File: src/hdl/dnsenc_pkg.sv
// Shared constants, types and trailer byte table for the DNS record name encoder.
package dnsenc_pkg;

  localparam int MAX_LABEL_DEF = 63;

  localparam logic [1:0] CMD_CHAR    = 2'd0;
  localparam logic [1:0] CMD_END     = 2'd1;
  localparam logic [1:0] CMD_TRAILER = 2'd2;

  localparam logic KIND_A  = 1'b0;
  localparam logic KIND_NS = 1'b1;

  localparam logic [7:0]  DOT_CHAR   = 8'h2E;
  localparam logic [15:0] TYPE_A     = 16'h0001;
  localparam logic [15:0] TYPE_NS    = 16'h0002;
  localparam logic [15:0] CLASS_IN   = 16'h0001;
  localparam logic [15:0] ADDR_RDLEN = 16'h0004;
  localparam logic [31:0] RESET_TTL  = 32'd120;

  localparam int TRAIL_IDX_W = 4;
  localparam logic [TRAIL_IDX_W-1:0] TRAIL_LAST_A  = 4'd14;
  localparam logic [TRAIL_IDX_W-1:0] TRAIL_LAST_NS = 4'd10;

  typedef logic [TRAIL_IDX_W-1:0] trail_idx_t;

  // Write and read port control into the label buffer
  typedef struct packed {
    logic wr_en;
    logic rd_en;
  } buf_ctl_t;

  function automatic logic [7:0] trailer_byte(input trail_idx_t idx, input logic kind,
                                              input logic [31:0] ttl,
                                              input logic [31:0] addr);
    logic [15:0] rtype;
    logic [31:0] rttl;
    logic [15:0] rdlen;
    logic [7:0]  b;
    rtype = (kind == KIND_A) ? TYPE_A : TYPE_NS;
    rttl  = (kind == KIND_A) ? ttl : 32'd0;
    rdlen = (kind == KIND_A) ? ADDR_RDLEN : 16'd0;
    case (idx)
      4'd0:    b = 8'd0;
      4'd1:    b = rtype[15:8];
      4'd2:    b = rtype[7:0];
      4'd3:    b = CLASS_IN[15:8];
      4'd4:    b = CLASS_IN[7:0];
      4'd5:    b = rttl[31:24];
      4'd6:    b = rttl[23:16];
      4'd7:    b = rttl[15:8];
      4'd8:    b = rttl[7:0];
      4'd9:    b = rdlen[15:8];
      4'd10:   b = rdlen[7:0];
      4'd11:   b = addr[31:24];
      4'd12:   b = addr[23:16];
      4'd13:   b = addr[15:8];
      4'd14:   b = addr[7:0];
      default: b = 8'd0;
    endcase
    return b;
  endfunction

endpackage

File: src/hdl/dns_record_name_encoder_top.sv
// Top level of the DNS record name encoder: label sequencer, trailer and output register.
//
// A name character is taken and written into the label buffer. A dot, or an
// end-of-name request with characters pending, holds off the input while the label goes
// out as a length byte and its characters, one byte per cycle while the output is not
// stalled; the registered read of the label buffer is hidden by reading one character
// ahead. A trailer request sends 15 bytes for an address record and 11 for a
// name-server record, stepped through by a byte counter.
// Characters past MAX_LABEL are dropped and the flag shows on that label's output bytes.
// There is no clearing pass after reset.
module dns_record_name_encoder_top
  import dnsenc_pkg::*;
#(
  parameter int MAX_LABEL = MAX_LABEL_DEF
) (
  input  logic        clk,
  input  logic        rst_n,
  input  logic        in_valid,
  output logic        in_ready,
  input  logic [1:0]  in_command,
  input  logic [7:0]  in_name_char,
  input  logic        in_record_kind,
  input  logic [31:0] in_address,
  output logic        out_valid,
  input  logic        out_ready,
  output logic [7:0]  out_byte,
  output logic        out_last,
  output logic        out_label_overflow,
  input  logic        cfg_valid,
  output logic        cfg_ready,
  input  logic [31:0] cfg_data
);

  localparam int AW = $clog2(MAX_LABEL + 1);
  localparam logic [AW-1:0] MAX_CNT = AW'(MAX_LABEL);

  localparam logic [1:0] ST_IDLE  = 2'd0;
  localparam logic [1:0] ST_LEN   = 2'd1;
  localparam logic [1:0] ST_DATA  = 2'd2;
  localparam logic [1:0] ST_TRAIL = 2'd3;

  logic [1:0]    state_r, state_nxt;
  logic [AW-1:0] count_r, count_nxt;
  logic          dropped_r, dropped_nxt;
  logic [AW-1:0] emit_cnt_r, emit_cnt_nxt;
  logic          emit_ovf_r, emit_ovf_nxt;
  logic [AW-1:0] idx_r, idx_nxt;
  trail_idx_t    tidx_r, tidx_nxt;
  logic          kind_r, kind_nxt;
  logic [31:0]   addr_r, addr_nxt;
  logic [31:0]   ttl_r;

  logic          out_valid_r, out_valid_nxt;
  logic [7:0]    out_byte_r, out_byte_nxt;
  logic          out_last_r, out_last_nxt;
  logic          out_ovf_r, out_ovf_nxt;

  logic          in_acc;
  logic          out_free;
  buf_ctl_t      buf_ctl;
  logic [AW-1:0] rd_addr;
  logic [7:0]    rd_data;
  trail_idx_t    tlast;

  assign in_ready  = (state_r == ST_IDLE);
  assign in_acc    = in_valid && in_ready;
  assign out_free  = !out_valid_r || out_ready;
  assign cfg_ready = 1'b1;
  assign tlast     = (kind_r == KIND_A) ? TRAIL_LAST_A : TRAIL_LAST_NS;

  assign out_valid          = out_valid_r;
  assign out_byte           = out_byte_r;
  assign out_last           = out_last_r;
  assign out_label_overflow = out_ovf_r;

  dnsenc_label_buf #(
    .MAX_LABEL (MAX_LABEL),
    .AW        (AW)
  ) u_buf (
    .clk       (clk),
    .ctl       (buf_ctl),
    .wr_addr   (count_r),
    .wr_data   (in_name_char),
    .rd_addr   (rd_addr),
    .rd_data_r (rd_data)
  );

  always_comb begin
    state_nxt     = state_r;
    count_nxt     = count_r;
    dropped_nxt   = dropped_r;
    emit_cnt_nxt  = emit_cnt_r;
    emit_ovf_nxt  = emit_ovf_r;
    idx_nxt       = idx_r;
    tidx_nxt      = tidx_r;
    kind_nxt      = kind_r;
    addr_nxt      = addr_r;
    out_valid_nxt = out_valid_r && !out_ready;
    out_byte_nxt  = out_byte_r;
    out_last_nxt  = out_last_r;
    out_ovf_nxt   = out_ovf_r;
    buf_ctl.wr_en = 1'b0;
    buf_ctl.rd_en = 1'b0;
    rd_addr       = '0;

    unique case (state_r)
      ST_IDLE: begin
        if (in_acc) begin
          unique case (in_command)
            CMD_CHAR: begin
              if (in_name_char == DOT_CHAR) begin
                emit_cnt_nxt = count_r;
                emit_ovf_nxt = dropped_r;
                count_nxt    = '0;
                dropped_nxt  = 1'b0;
                state_nxt    = ST_LEN;
              end else if (count_r < MAX_CNT) begin
                buf_ctl.wr_en = 1'b1;
                count_nxt     = count_r + 1'b1;
              end else begin
                dropped_nxt = 1'b1;
              end
            end
            CMD_END: begin
              if (count_r != '0) begin
                emit_cnt_nxt = count_r;
                emit_ovf_nxt = dropped_r;
                count_nxt    = '0;
                dropped_nxt  = 1'b0;
                state_nxt    = ST_LEN;
              end
            end
            CMD_TRAILER: begin
              count_nxt   = '0;
              dropped_nxt = 1'b0;
              kind_nxt    = in_record_kind;
              addr_nxt    = in_address;
              tidx_nxt    = '0;
              state_nxt   = ST_TRAIL;
            end
            default: ;
          endcase
        end
      end
      ST_LEN: begin
        if (out_free) begin
          out_valid_nxt = 1'b1;
          out_byte_nxt  = 8'(emit_cnt_r);
          out_ovf_nxt   = emit_ovf_r;
          out_last_nxt  = (emit_cnt_r == '0);
          buf_ctl.rd_en = 1'b1;
          idx_nxt       = '0;
          state_nxt     = (emit_cnt_r == '0) ? ST_IDLE : ST_DATA;
        end
      end
      ST_DATA: begin
        rd_addr = idx_r + 1'b1;
        if (out_free) begin
          out_valid_nxt = 1'b1;
          out_byte_nxt  = rd_data;
          out_ovf_nxt   = emit_ovf_r;
          out_last_nxt  = (idx_r == emit_cnt_r - 1'b1);
          buf_ctl.rd_en = 1'b1;
          idx_nxt       = idx_r + 1'b1;
          if (idx_r == emit_cnt_r - 1'b1) begin
            state_nxt = ST_IDLE;
          end
        end
      end
      ST_TRAIL: begin
        if (out_free) begin
          out_valid_nxt = 1'b1;
          out_byte_nxt  = trailer_byte(tidx_r, kind_r, ttl_r, addr_r);
          out_ovf_nxt   = 1'b0;
          out_last_nxt  = (tidx_r == tlast);
          tidx_nxt      = tidx_r + 1'b1;
          if (tidx_r == tlast) begin
            state_nxt = ST_IDLE;
          end
        end
      end
      default: state_nxt = ST_IDLE;
    endcase
  end

  always_ff @(posedge clk) begin
    if (!rst_n) begin
      state_r     <= ST_IDLE;
      count_r     <= '0;
      dropped_r   <= 1'b0;
      out_valid_r <= 1'b0;
      ttl_r       <= RESET_TTL;
    end else begin
      state_r     <= state_nxt;
      count_r     <= count_nxt;
      dropped_r   <= dropped_nxt;
      out_valid_r <= out_valid_nxt;
      if (cfg_valid && cfg_ready) begin
        ttl_r <= cfg_data;
      end
    end
  end

  always_ff @(posedge clk) begin
    emit_cnt_r <= emit_cnt_nxt;
    emit_ovf_r <= emit_ovf_nxt;
    idx_r      <= idx_nxt;
    tidx_r     <= tidx_nxt;
    kind_r     <= kind_nxt;
    addr_r     <= addr_nxt;
    out_byte_r <= out_byte_nxt;
    out_last_r <= out_last_nxt;
    out_ovf_r  <= out_ovf_nxt;
  end

  a_count_bound: assert property (@(posedge clk) disable iff (!rst_n)
    count_r <= MAX_CNT)
    else $error("label count beyond limit");

  a_char_store: assert property (@(posedge clk) disable iff (!rst_n)
    in_acc && in_command == CMD_CHAR && in_name_char != DOT_CHAR && count_r < MAX_CNT
    |=> count_r == $past(count_r) + 1'b1)
    else $error("stored character not counted");

  a_data_nonempty: assert property (@(posedge clk) disable iff (!rst_n)
    state_r == ST_DATA |-> emit_cnt_r != '0 && idx_r < emit_cnt_r)
    else $error("label read past its length");

  a_trail_bound: assert property (@(posedge clk) disable iff (!rst_n)
    state_r == ST_TRAIL |-> tidx_r <= tlast)
    else $error("trailer counter overran");

  a_run_end: assert property (@(posedge clk) disable iff (!rst_n)
    state_r != ST_IDLE && state_nxt == ST_IDLE |=> out_valid_r && out_last_r)
    else $error("run ended without last byte");

endmodule

File: src/hdl/dnsenc_label_buf.sv
// Label character buffer: one write port, one registered read port.
module dnsenc_label_buf
  import dnsenc_pkg::*;
#(
  parameter int MAX_LABEL = MAX_LABEL_DEF,
  parameter int AW        = $clog2(MAX_LABEL + 1)
) (
  input  logic          clk,
  input  buf_ctl_t      ctl,
  input  logic [AW-1:0] wr_addr,
  input  logic [7:0]    wr_data,
  input  logic [AW-1:0] rd_addr,
  output logic [7:0]    rd_data_r
);

  localparam int DEPTH = 2 ** AW;

  logic [7:0] mem [DEPTH];

  always_ff @(posedge clk) begin
    if (ctl.wr_en) begin
      mem[wr_addr] <= wr_data;
    end
    if (ctl.rd_en) begin
      rd_data_r <= mem[rd_addr];
    end
  end

endmodule
File: config.mk
export PLATFORM = sky130hd
export DESIGN_NAME = dns_record_name_encoder_top
export DESIGN_NICKNAME = d
export VERILOG_FILES = /design/src/hdl/dnsenc_pkg.sv /design/src/hdl/dns_record_name_encoder_top.sv /design/src/hdl/dnsenc_label_buf.sv
export SDC_FILE = /design/constraint.sdc
export NUM_CORES = 1
export LEC_CHECK = 0
export ABC_AREA = 1
export BUFFER_PORTS_ARGS = -buffer_cell sky130_fd_sc_hd__buf_4
export CAP_MARGIN = 10
export CORE_MARGIN = 4
export CORE_UTILIZATION = 52
export CTS_CLUSTER_SIZE = 25
export DETAILED_ROUTE_END_ITERATION = 6
export PLACE_DENSITY = 0.7
export SLEW_MARGIN = 25
export SYNTH_ARGS = -nofsm -noshare
export SYNTH_HDL_FRONTEND = slang
export SYNTH_SLANG_ARGS = --single-unit
File: constraint.sdc
create_clock -name clk -period 4 [get_ports clk]
set_clock_uncertainty 0.1 [all_clocks]
set_input_delay 0.4 -clock clk [delete_from_list [all_inputs] [get_ports clk]]
set_output_delay 0.4 -clock clk [all_outputs]
set_load 0.005 [all_outputs]
After elaboration in Yosys (flattened, before gate mapping)
Memory sizes are Yosys's and may differ from the RTL's. A register that Yosys moved wholly into a read port is not among the register bits.
Index checks and enable logic that the tools add are counted.
{"block": "op_classes", "shift": 0, "n_div": 0, "mul": 0, "n_addsub": 4, "mux": 60, "magnitude_cmp": 1, "n_eq_ne": 36, "reduce_logical": 26, "bitwise_logic": 0}
{"operator": "8-bit case mux with 13 select lines", "count": 1}
{"operator": "6-bit 2-to-1 mux", "count": 8}
{"operator": "32-bit 2-to-1 mux", "count": 1}
{"operator": "4-bit equality test (second input constant)", "count": 7}
{"operator": "8-bit 2-to-1 mux", "count": 3}
{"operator": "6-bit case mux with 2 select lines", "count": 2}
{"operator": "8-bit case mux with 3 select lines", "count": 1}
{"operator": "1-bit 2-to-1 mux", "count": 21}
{"operator": "2-bit 2-to-1 mux", "count": 10}
{"operator": "6-bit case mux with 3 select lines", "count": 1}
{"operator": "4-bit by 3-bit equality test with 1-bit output (second input constant)", "count": 4}
{"operator": "5-bit AND reduction", "count": 3}
{"operator": "2-bit inequality test (second input constant)", "count": 7}
{"operator": "6-bit by 1-bit adder with 6-bit output (second input constant)", "count": 2}
{"operator": "4-bit 2-to-1 mux", "count": 3}
{"operator": "3-bit inequality test (second input constant)", "count": 4}
{"operator": "3-bit AND reduction", "count": 3}
{"operator": "9-bit AND reduction", "count": 1}
{"operator": "8-bit by 6-bit equality test with 1-bit output (second input constant)", "count": 1}
{"operator": "2-bit case mux with 4 select lines", "count": 1}
{"operator": "4-bit case mux with 2 select lines", "count": 1}
{"operator": "4-bit AND reduction", "count": 2}
{"operator": "2-bit nonzero test", "count": 4}
{"operator": "2-bit equality test (second input constant)", "count": 3}
{"operator": "other kinds (23)", "count": 33}
{"block": "word_totals", "ramBits": 512, "mem_count": 1, "reg_bits": 102, "romBits": 0, "latchBits": 0}
{"memory": "u_buf.mem", "words": 64, "word_bits": 8, "rd": 1, "rd_clocked_by_memory_dff": 1, "wr": 1, "line": "dnsenc_label_buf.sv:18", "text": "logic [7:0] mem [DEPTH];"}

Logic depth before layout (Yosys ltp)
Gate-level depths: netlist of the first run.
{"block": "depth", "depth_word": 8, "ltp_mapped": 15}

Cells and area by module
Synthesis of the first run repeated with hierarchy kept, for this count alone.
{"block": "unflattened", "hier_cells": 2372, "hier_area_um2": 26220.1}
{"mod": "dnsenc_label_buf", "area_per_inst_um2": 21379.3, "cells_each": 1819, "seq_area_each_um2": 15615.0, "n_inst": 1}
{"mod": "dns_record_name_encoder_top", "area_per_inst_um2": 4840.9, "cells_each": 553, "seq_area_each_um2": 2642.5, "n_inst": 1}

Worst setup path before layout of the first run
OpenSTA, ideal clock, no wires.
{"block": "synth_timing", "kind": "reg-to-reg", "start": "reg state_r[0]", "end": "reg tidx_r[0] (enable)", "required_ps": 3592, "setup_ps": 308, "path_stages_with_launch": 7, "period_less_slack_ps": 3100, "path_slack_ps": 900, "n_path_buf": 0, "arrival_time_ps": 2691, "cell_sequence": "dfxtp_1 > inv_1 > ha_1 > nand2_1 > nor2_1 > o21ai_0 > inv_1"}
{"block": "synth_between", "elab_chain_len": 4, "word_cells_on_any_way": 8}
{"item": "start, declared", "line": "dns_record_name_encoder_top.sv:42", "text": "logic [1:0] state_r, state_nxt;"}
{"item": "start signal, assigned", "line": "dns_record_name_encoder_top.sv:194", "text": "state_r <= state_nxt;"}
{"item": "2-bit logical NOT *", "line": "dns_record_name_encoder_top.sv:65", "text": "assign in_ready = (state_r == ST_IDLE);"}
{"item": "via in_ready", "line": "dns_record_name_encoder_top.sv:19", "text": "output logic in_ready,"}
{"item": "1-bit logical AND", "line": "dns_record_name_encoder_top.sv:66", "text": "assign in_acc = in_valid && in_ready;"}
{"item": "2-bit by 1-bit inequality test with 1-bit output (no source line)"}
{"item": "4-bit AND reduction (no source line) *"}
{"item": "end signal, assigned", "line": "dns_record_name_encoder_top.sv:208", "text": "tidx_r <= tidx_nxt;"}
{"item": "end, declared", "line": "dns_record_name_encoder_top.sv:48", "text": "trail_idx_t tidx_r, tidx_nxt;"}
The timed path passes the listed nets; every way through them passes the cells marked *.
A chain may end at the register's enable or synchronous reset.

Worst setup path in the final report of the first run
{"block": "layout_timing", "start": "reg state_r[0]", "end": "reg u_buf.rd_data_r[3], read port of u_buf.mem, data pin"}
{"block": "layout_between", "elab_chain_len": 3, "word_cells_on_any_way": 5}
{"item": "2-bit equality test / 2-bit by 1-bit equality test with 1-bit output (equally long branches)", "line": "dns_record_name_encoder_top.sv:106", "text": "unique case (state_r)"}
{"item": "2-bit OR reduction (no source line)"}
{"item": "1-bit 2-to-1 mux"}
{"item": "end, declared", "line": "dnsenc_label_buf.sv:13", "text": "output logic [7:0] rd_data_r"}
Parallel ways exist; a longest one is shown, timed or not.

==> results_dict.tcl, run 1 <==
set metrics [dict create \
    status "completed" \
    wl_per_cell_um 20.7 \
    ys_async_sr_fraction_pct 0 \
    hold_viol_final 0 \
    final_area_mm2 0.0304 \
    cap_violations 0 \
    initial_core_util_pct 52.6 \
    place.gp.congestion 0.905 \
    crit_path_start_kind "register" \
    powerDensity_mw_per_mm2 556 \
    fmax_mhz 314 \
    synth_area_per_cell_um2 10.9 \
    via_count 18400 \
    antenna_found_initial 1 \
    synthesis.area_mm2 0.0265 \
    dieArea_mm2 0.0546 \
    power.share.clock_pct 33.9 \
    io_buffers 91 \
    swShare_pct 30.2 \
    synth-seq-cells 622 \
    dp_hpwl_mm 40.7 \
    synth-edff-count 580 \
    boundaryPins 93 \
    drive_above_1_share_pct 10.3 \
    fin_crit_sh_pct 79.5 \
    critical_path_class "register to register" \
    reg2regPathDepth 12 \
    critPathMaxFanout 64 \
    clk_pin_slew_worst_paths_ns 0.06 \
    grt_usage_pct 24.5 \
    regToRegSetupSlack_ns 0.82 \
    syn_nets 2516 \
    rsz0062_at_grt "no" \
    drt-pass1-iter-count 6 \
    synth_ff_type "edfxtp_1" \
    p_comb_share_pct 21.5 \
    num-nets-final 2651 \
    cts-resized-gates 0 \
    setup.worst_path.start "state_r[0]$_SDFFE_PN0P_" \
    rows 82 \
    grt_pass1_wl_mm 102 \
    first_global_vias 17900 \
    synthDistinctLibCells 45 \
    diodes 0 \
    worstPathCellList "inv_1 > ha_1 > buf_4 > inv_2 > nor2_1 > nand2_2 > buf_4 > nand3_1 > nand3_1 > nand3_1 > nand3_1 > nand2_1" \
    r2r_start "state_r[0]$_SDFFE_PN0P_" \
    p_leak_nw 11.5 \
    worst_setup_path_end_kind "register" \
    drtIter0Drc 1893 \
    die_height_um 234 \
    cp.required_ns 4.27 \
    cts.path.max_buffers 3 \
    crit_path_frequent_cell "nand3_1" \
    timing.rr.end "u_buf.rd_data_r[3]$_DFFE_PP_" \
    cts_root_buf "clkbuf_16" \
    design.core.area_mm2 0.0503 \
    drt-total-wl_mm 67.6 \
    yosys_warnings 0 \
    worst_pin_slew_ns 1.05 \
    setup_tns_ns 0 \
    htreeDepth 2 \
    viasPerCell 5.63 \
    slowest_delay_ns 0.61 \
    cts_tree "done" \
    synthCells 2420 \
    critical_path_arrival_ns 3.45 \
    slew_violations 0 \
    setup_violations 0 \
    placed_area_mm2 0.0278 \
    worstHoldPathType "input pin to register" \
    cts_num_sinks 622 \
    irDropWorstVdd_uv 389 \
    grt_max_degree 144 \
    ant_nets 0 \
    slowest_stage "buf_4" \
    cp-endpoint "u_buf.rd_data_r[3]$_DFFE_PP_" \
    syn_to_final_growth_pct 14.9 \
    cts_buffers 61 \
    grt-ovfl-total 0 \
    min_period_ns 3.18 \
    p_int_mw 11.8 \
    relSlewSlack_pct 29.8 \
    power.switching_mw 5.10 \
    hold_buffers 66 \
    power_frac_seq_pct 44.5 \
    die_w_um 234 \
    cts_setup_buffers 0 \
    seq_area_frac_synth_pct 69.0 \
    drt_drc_violations_left 0 \
    hold-worst-slack_ns 0.0704 \
    clk_latency_ns 0.63 \
]
## sequential cells by signal (all words and copies together) (netlist names)
register            flops
u_buf.mem             512
addr_r                 32
ttl_r                  32
out_byte                8
u_buf.rd_data_r         8
count_r                 6
emit_cnt_r              6
idx_r                   6
tidx_r                  4
state_r                 2
dropped_r               1
emit_ovf_r              1
kind_r                  1
out_label_overflow      1
out_last                1
out_valid               1
## synth_stat cells, types with 2 or more instances
cell	count	area (um2)
edfxtp_1	580	17400
nor2_1	368	1380
clkinv_1	2	7.51
buf_2	78	390
dfxtp_1	42	841
ha_1	16	200
nand4_4	4	85.1
o211ai_1	33	248
inv_1	173	649
a31oi_1	2	12.5
nand3_1	294	1470
a22oi_1	7	52.6
nor2_2	4	25.0
nand3_2	6	60.1
nor3b_1	2	15.0
nand4_1	12	75.1
inv_2	8	30.0
o21ai_0	138	691
inv_4	2	12.5
a21oi_1	28	140
xnor2_1	2	17.5
nand2_2	8	50.1
nor2_4	4	45.0
nand2_4	2	22.5
nand2_1	480	1800
o21ai_1	62	310
buf_4	14	105
or2_2	6	37.5
o21a_1	2	15.0
clkbuf_1	26	97.6
## how the worst min path moves through the flow
stage               cells past startpoint              endpoint                    from  slack (ns)
detailed placement                      0  emit_ovf_r$_DFFE_PP_  dropped_r$_SDFFE_PN0P_        0.33
finish                                  3  out_valid$_SDFF_PN0_               out_ready        0.07
global route                            3  out_valid$_SDFF_PN0_               out_ready        0.05
CTS                                     3  out_valid$_SDFF_PN0_               out_ready        0.02
global placement                        0  emit_ovf_r$_DFFE_PP_  dropped_r$_SDFFE_PN0P_        0.32
floorplan                               0  emit_ovf_r$_DFFE_PP_  dropped_r$_SDFFE_PN0P_        0.31
## cell usage in the layout (no fill, tap or decap), types with 3 or more instances in the layout
cell type	n
nor2_4	4
inv_2	8
clkinv_1	13
buf_4	119
clkbuf_16	62
nand2_2	8
bufinv_16	8
nor2_2	5
or2_2	6
o21ai_0	138
inv_1	173
a22oi_1	7
nand4_1	12
dfxtp_1	42
nand3_2	6
ha_1	16
clkbuf_1	9
buf_12	7
a21oi_1	28
dlygate4sd3_1	66
o21ai_1	62
nand3_1	294
clkinv_4	3
o211ai_1	33
nor2_1	367
nand2_1	479
clkinv_2	11
clkinvlp_4	4
nand4_4	4
edfxtp_1	580
## power by group through the flow
stage	sequential (mW)	clock [mW]	combinational, mW
final	7.52	5.74	3.64
after global routing	7.53	6.07	3.98
after CTS	7.52	5.80	3.60
after detailed placement	7.66	0	3.53
after global placement	7.65	0	3.51
after floorplan	7.60	0	2.35
## through the flow
stage | util, % | total power, mW | worst slack [ns] | cells
after CTS | 60.5 | 16.9 | 0.878 | 3273
after floorplan | - | 9.94 | 0.900 | 2420
after global routing | 60.5 | 17.6 | 0.647 | 3273
after detailed placement | 55.2 | 11.2 | 0.900 | 3098
after global placement | 55.2 | 11.2 | 0.936 | 3098
final | 60.5 | 16.9 | 0.819 | 3273
## critical path, delay by kind of cell (launching register included)
kind,cells,cell delay [ns]
buf+inv,4,1.02
simple gates,7,1.02
fa+ha+maj,1,0.38
flops,1,0.37
## logic make-up after synthesis
family	synth area share, %
AO/OA/AOI/OAI	5.67
XOR/XNOR	0.0993
adder cells (fa/ha/maj)	0.757
buffers and inverters	4.94
flip-flops	69.0
other	0.0142
AND/OR/NAND/NOR	19.5
## layer usage
metal	track usage (%)	vias to the layer above	wire length, um
met5	0	-	0
met4	9.60	0	2680
met3	4.67	166	6160
met2	40.5	907	32200
met1	32.4	8774	26600
li1	-	8584	-
## layout make-up
| class | instances | area [um2] |
|---|---|---|
| clock buffers | 71 | 1590 |
| clock inverters | 38 | 409 |
| fillers | 3917 | 19900 |
| inverters | 185 | 699 |
| multi-input cells | 1493 | 6920 |
| flip-flops and latches | 622 | 18300 |
| well taps | 672 | 841 |
| repair buffers | 192 | 1690 |
(Power assumes the default switching activity.)
==> run 2: changes to the inputs <==
Settings changed: ABC_AREA 1 to 0.
Clock period 4 ns to 3.25 ns, I/O delays scaled along.
==> run 2 against run 1 <==
  * Via count is 10% lower
  * Highest routed layer unchanged
  * Non-clock buffer count is 47 higher
  * Synthesized cell count is 30% lower
  * Clock-buffer cell count is 23 higher
  * Setup slack worse by 0.72 ns
==> results_dict.tcl, run 2 <==
set metrics [dict create \
    p_total_mw 24.3 \
    num-nets-final 1978 \
    setup_violations 0 \
    critical_path_class "register to register" \
    synth_top_area_share_pct 68.1 \
    drt-pass1-iter-count 6 \
    antenna_found_initial 0 \
    cp.required_ns 3.47 \
    hold_viol_final 0 \
    cts_tree "done" \
    clk_pin_slew_worst_paths_ns 0.06 \
    p_comb_share_pct 32.1 \
    final-seq-area_mm2 0.0183 \
    cts_buffers 67 \
    min_period_ns 3.15 \
    cts_num_sinks 622 \
    rows 80 \
    powerDensity_mw_per_mm2 810 \
    status "completed" \
    synth_top_area_cell "edfxtp_1" \
    synth-edff-count 580 \
    ys_top_cells_by_area "edfxtp_1, mux2i_1, dfxtp_1, a221oi_1, nor2_1" \
    busiest_layer "met2" \
    power.share.clock_pct 29.2 \
    synthCells 1695 \
    dp.cells 2398 \
    use_met2_pct 41.6 \
    slew_violations 0 \
    seq_area_frac_synth_pct 71.4 \
    mostFrequentLayoutCell "edfxtp_1" \
    synth_area_per_cell_um2 15.1 \
    top_regs "u_buf.mem (512), addr_r (32), ttl_r (32)" \
    relSlewSlack_pct 40.1 \
    synth_ff_type "edfxtp_1" \
    design.core.area_mm2 0.0481 \
    boundaryPins 93 \
    grt_pass1_wl_mm 104 \
    synthDistinctLibCells 77 \
    die_height_um 230 \
    die_w_um 230 \
    rsz0062_at_grt "no" \
    drtIter0Drc 2565 \
    io_buffers 91 \
    ys_async_sr_fraction_pct 0 \
    place.gp.congestion 0.908 \
    cts_root_buf "clkbuf_16" \
    first_global_vias 16400 \
    cap_violations 0 \
    multi_input_area_mm2 0.00670 \
    final_cell_mix "edfxtp_1, buf_4, nor2_1, mux2i_1" \
    synth-seq-cells 622 \
    drive_above_1_share_pct 15.8 \
    htreeDepth 3 \
    wl_per_cell_um 26.9 \
    p_int_mw 16.2 \
    top_register "u_buf.mem" \
    irDropWorstVdd_uv 673 \
    drt_drc_violations_left 0 \
    critical_path_arrival_ns 3.37 \
    grtUsageMet1_pct 35.4 \
    fill_cells 3506 \
    grt_max_degree 78 \
    fmax_mhz 317 \
    syn_nets 1791 \
    power_frac_seq_pct 38.6 \
    p_leak_nw 10.0 \
    initial_core_util_pct 53.1 \
    cts_setup_buffers 0 \
    fin_crit_sh_pct 97.1 \
    grtUsageMet3_pct 6.00 \
    critPathMaxFanout 22 \
    worst_pin_slew_ns 0.895 \
    clk_latency_ns 0.61 \
    grt_usage_pct 26.0 \
    setup_tns_ns 0 \
    synth_common_cells "edfxtp_1, nor2_1, mux2i_1" \
    dp_hpwl_mm 42.3 \
    crit_path_start_kind "register" \
    diodes 0 \
    cts.path.max_buffers 3 \
    viasPerCell 6.40 \
    via_count 16500 \
    hold-worst-slack_ns 0.156 \
    swShare_pct 33.4 \
    power.switching_mw 8.09 \
    largest_reg_flops 512 \
    syn_to_final_growth_pct 17.1 \
    synthesis.area_mm2 0.0256 \
    worst_setup_path_end_kind "register" \
    drt-total-wl_mm 69.5 \
    instances_no_fill 2585 \
    synth.most_common_cell "edfxtp_1" \
    grt-ovfl-total 0 \
    ant_nets 0 \
    yosys_warnings 0 \
    dieArea_mm2 0.0528 \
    worstHoldPathType "input pin to register" \
]
[run 2: cell count changes after synthesis, moves of 65 or more]
cell,delta
nand2_1,-415
o21ai_0,-97
mux2i_1,+122
nand3_1,-280
nor2_1,-228
o22ai_1,+65
inv_1,-153
[run 2: cell type report]
class                      count  share of cell area [%]
clock inverter                22                   0.468
multi-input combinational    927                    22.4
tap                          656                    2.74
sequential                   622                    61.0
clock buffer                  94                    6.22
timing repair buffer         239                    6.92
inverter                      25                   0.330
[run 2: kinds of logic (layout without fill, tap and decap cells)]
logic type	Yosys count	after routing	share of synthesized area (%)
buffers and inverters	146	380	2.54
and+or+nand+nor	308	308	5.54
xor gates and xnor gates	19	19	0.680
muxes	150	150	6.58
adders and majority gates	16	16	0.783
other	1	1	0.0147
AOI/OAI and AO/OA	433	433	12.5
DFF	622	622	71.4
[run 2: through the flow]
step	setup WS, ns	instance area, um2	utilization, %
floorplan	0.507	25600	-
global placement	0.0629	27200	56.5
detailed placement	0.0285	27200	56.5
CTS	0.0271	29900	62.1
global route	0.00490	30000	62.2
finish	0.0956	30000	62.2
[run 2: path summary, 6_finish.rpt]
kind,end,slack (ns),cells past startpoint,start
worst max-delay path,u_buf.rd_data_r[0]$_DFFE_PP_,0.1,10,state_r[0]$_SDFFE_PN0P_
worst max register to register,u_buf.rd_data_r[0]$_DFFE_PP_,0.1,10,state_r[0]$_SDFFE_PN0P_
worst min register to register,emit_ovf_r$_DFFE_PP_,0.36,0,dropped_r$_SDFFE_PN0P_
worst min-delay path,dropped_r$_SDFFE_PN0P_,0.16,5,in_command[1]
[run 2: worst max-delay path, stage by stage, from the launching register on]
cell      delay (ns)
dfxtp_1         0.34
inv_1           0.09
ha_2            0.27
buf_4           0.34
nand2_2         0.16
inv_2           0.22
buf_4           0.25
a221o_1         0.17
a21oi_1         0.10
nor4_1          0.72
a211oi_1        0.09
[run 2: metal layers]
layer,share of wire (%),up-vias
met3,11,166
met5,0,-
met2,47,976
li1,-,7164
met4,3.6,0
met1,39,8231
[run 2: timing repair]
| action | in CTS | in global routing |
|---|---|---|
| hold buffers | 71 | 0 |
| hold endpoints to repair | 70 | 0 |
| setup endpoints to repair | 0 | 5 |
| gates resized for setup | 0 | 6 |
[run 2: power by group through the flow]
stage | combinational, mW | clock, mW | sequential (mW)
global route | 8.22 | 7.54 | 9.38
floorplan | 4.88 | 0 | 9.42
detailed placement | 7.50 | 0 | 9.52
CTS | 7.62 | 7.17 | 9.35
global placement | 7.38 | 0 | 9.51
finish | 7.79 | 7.09 | 9.37
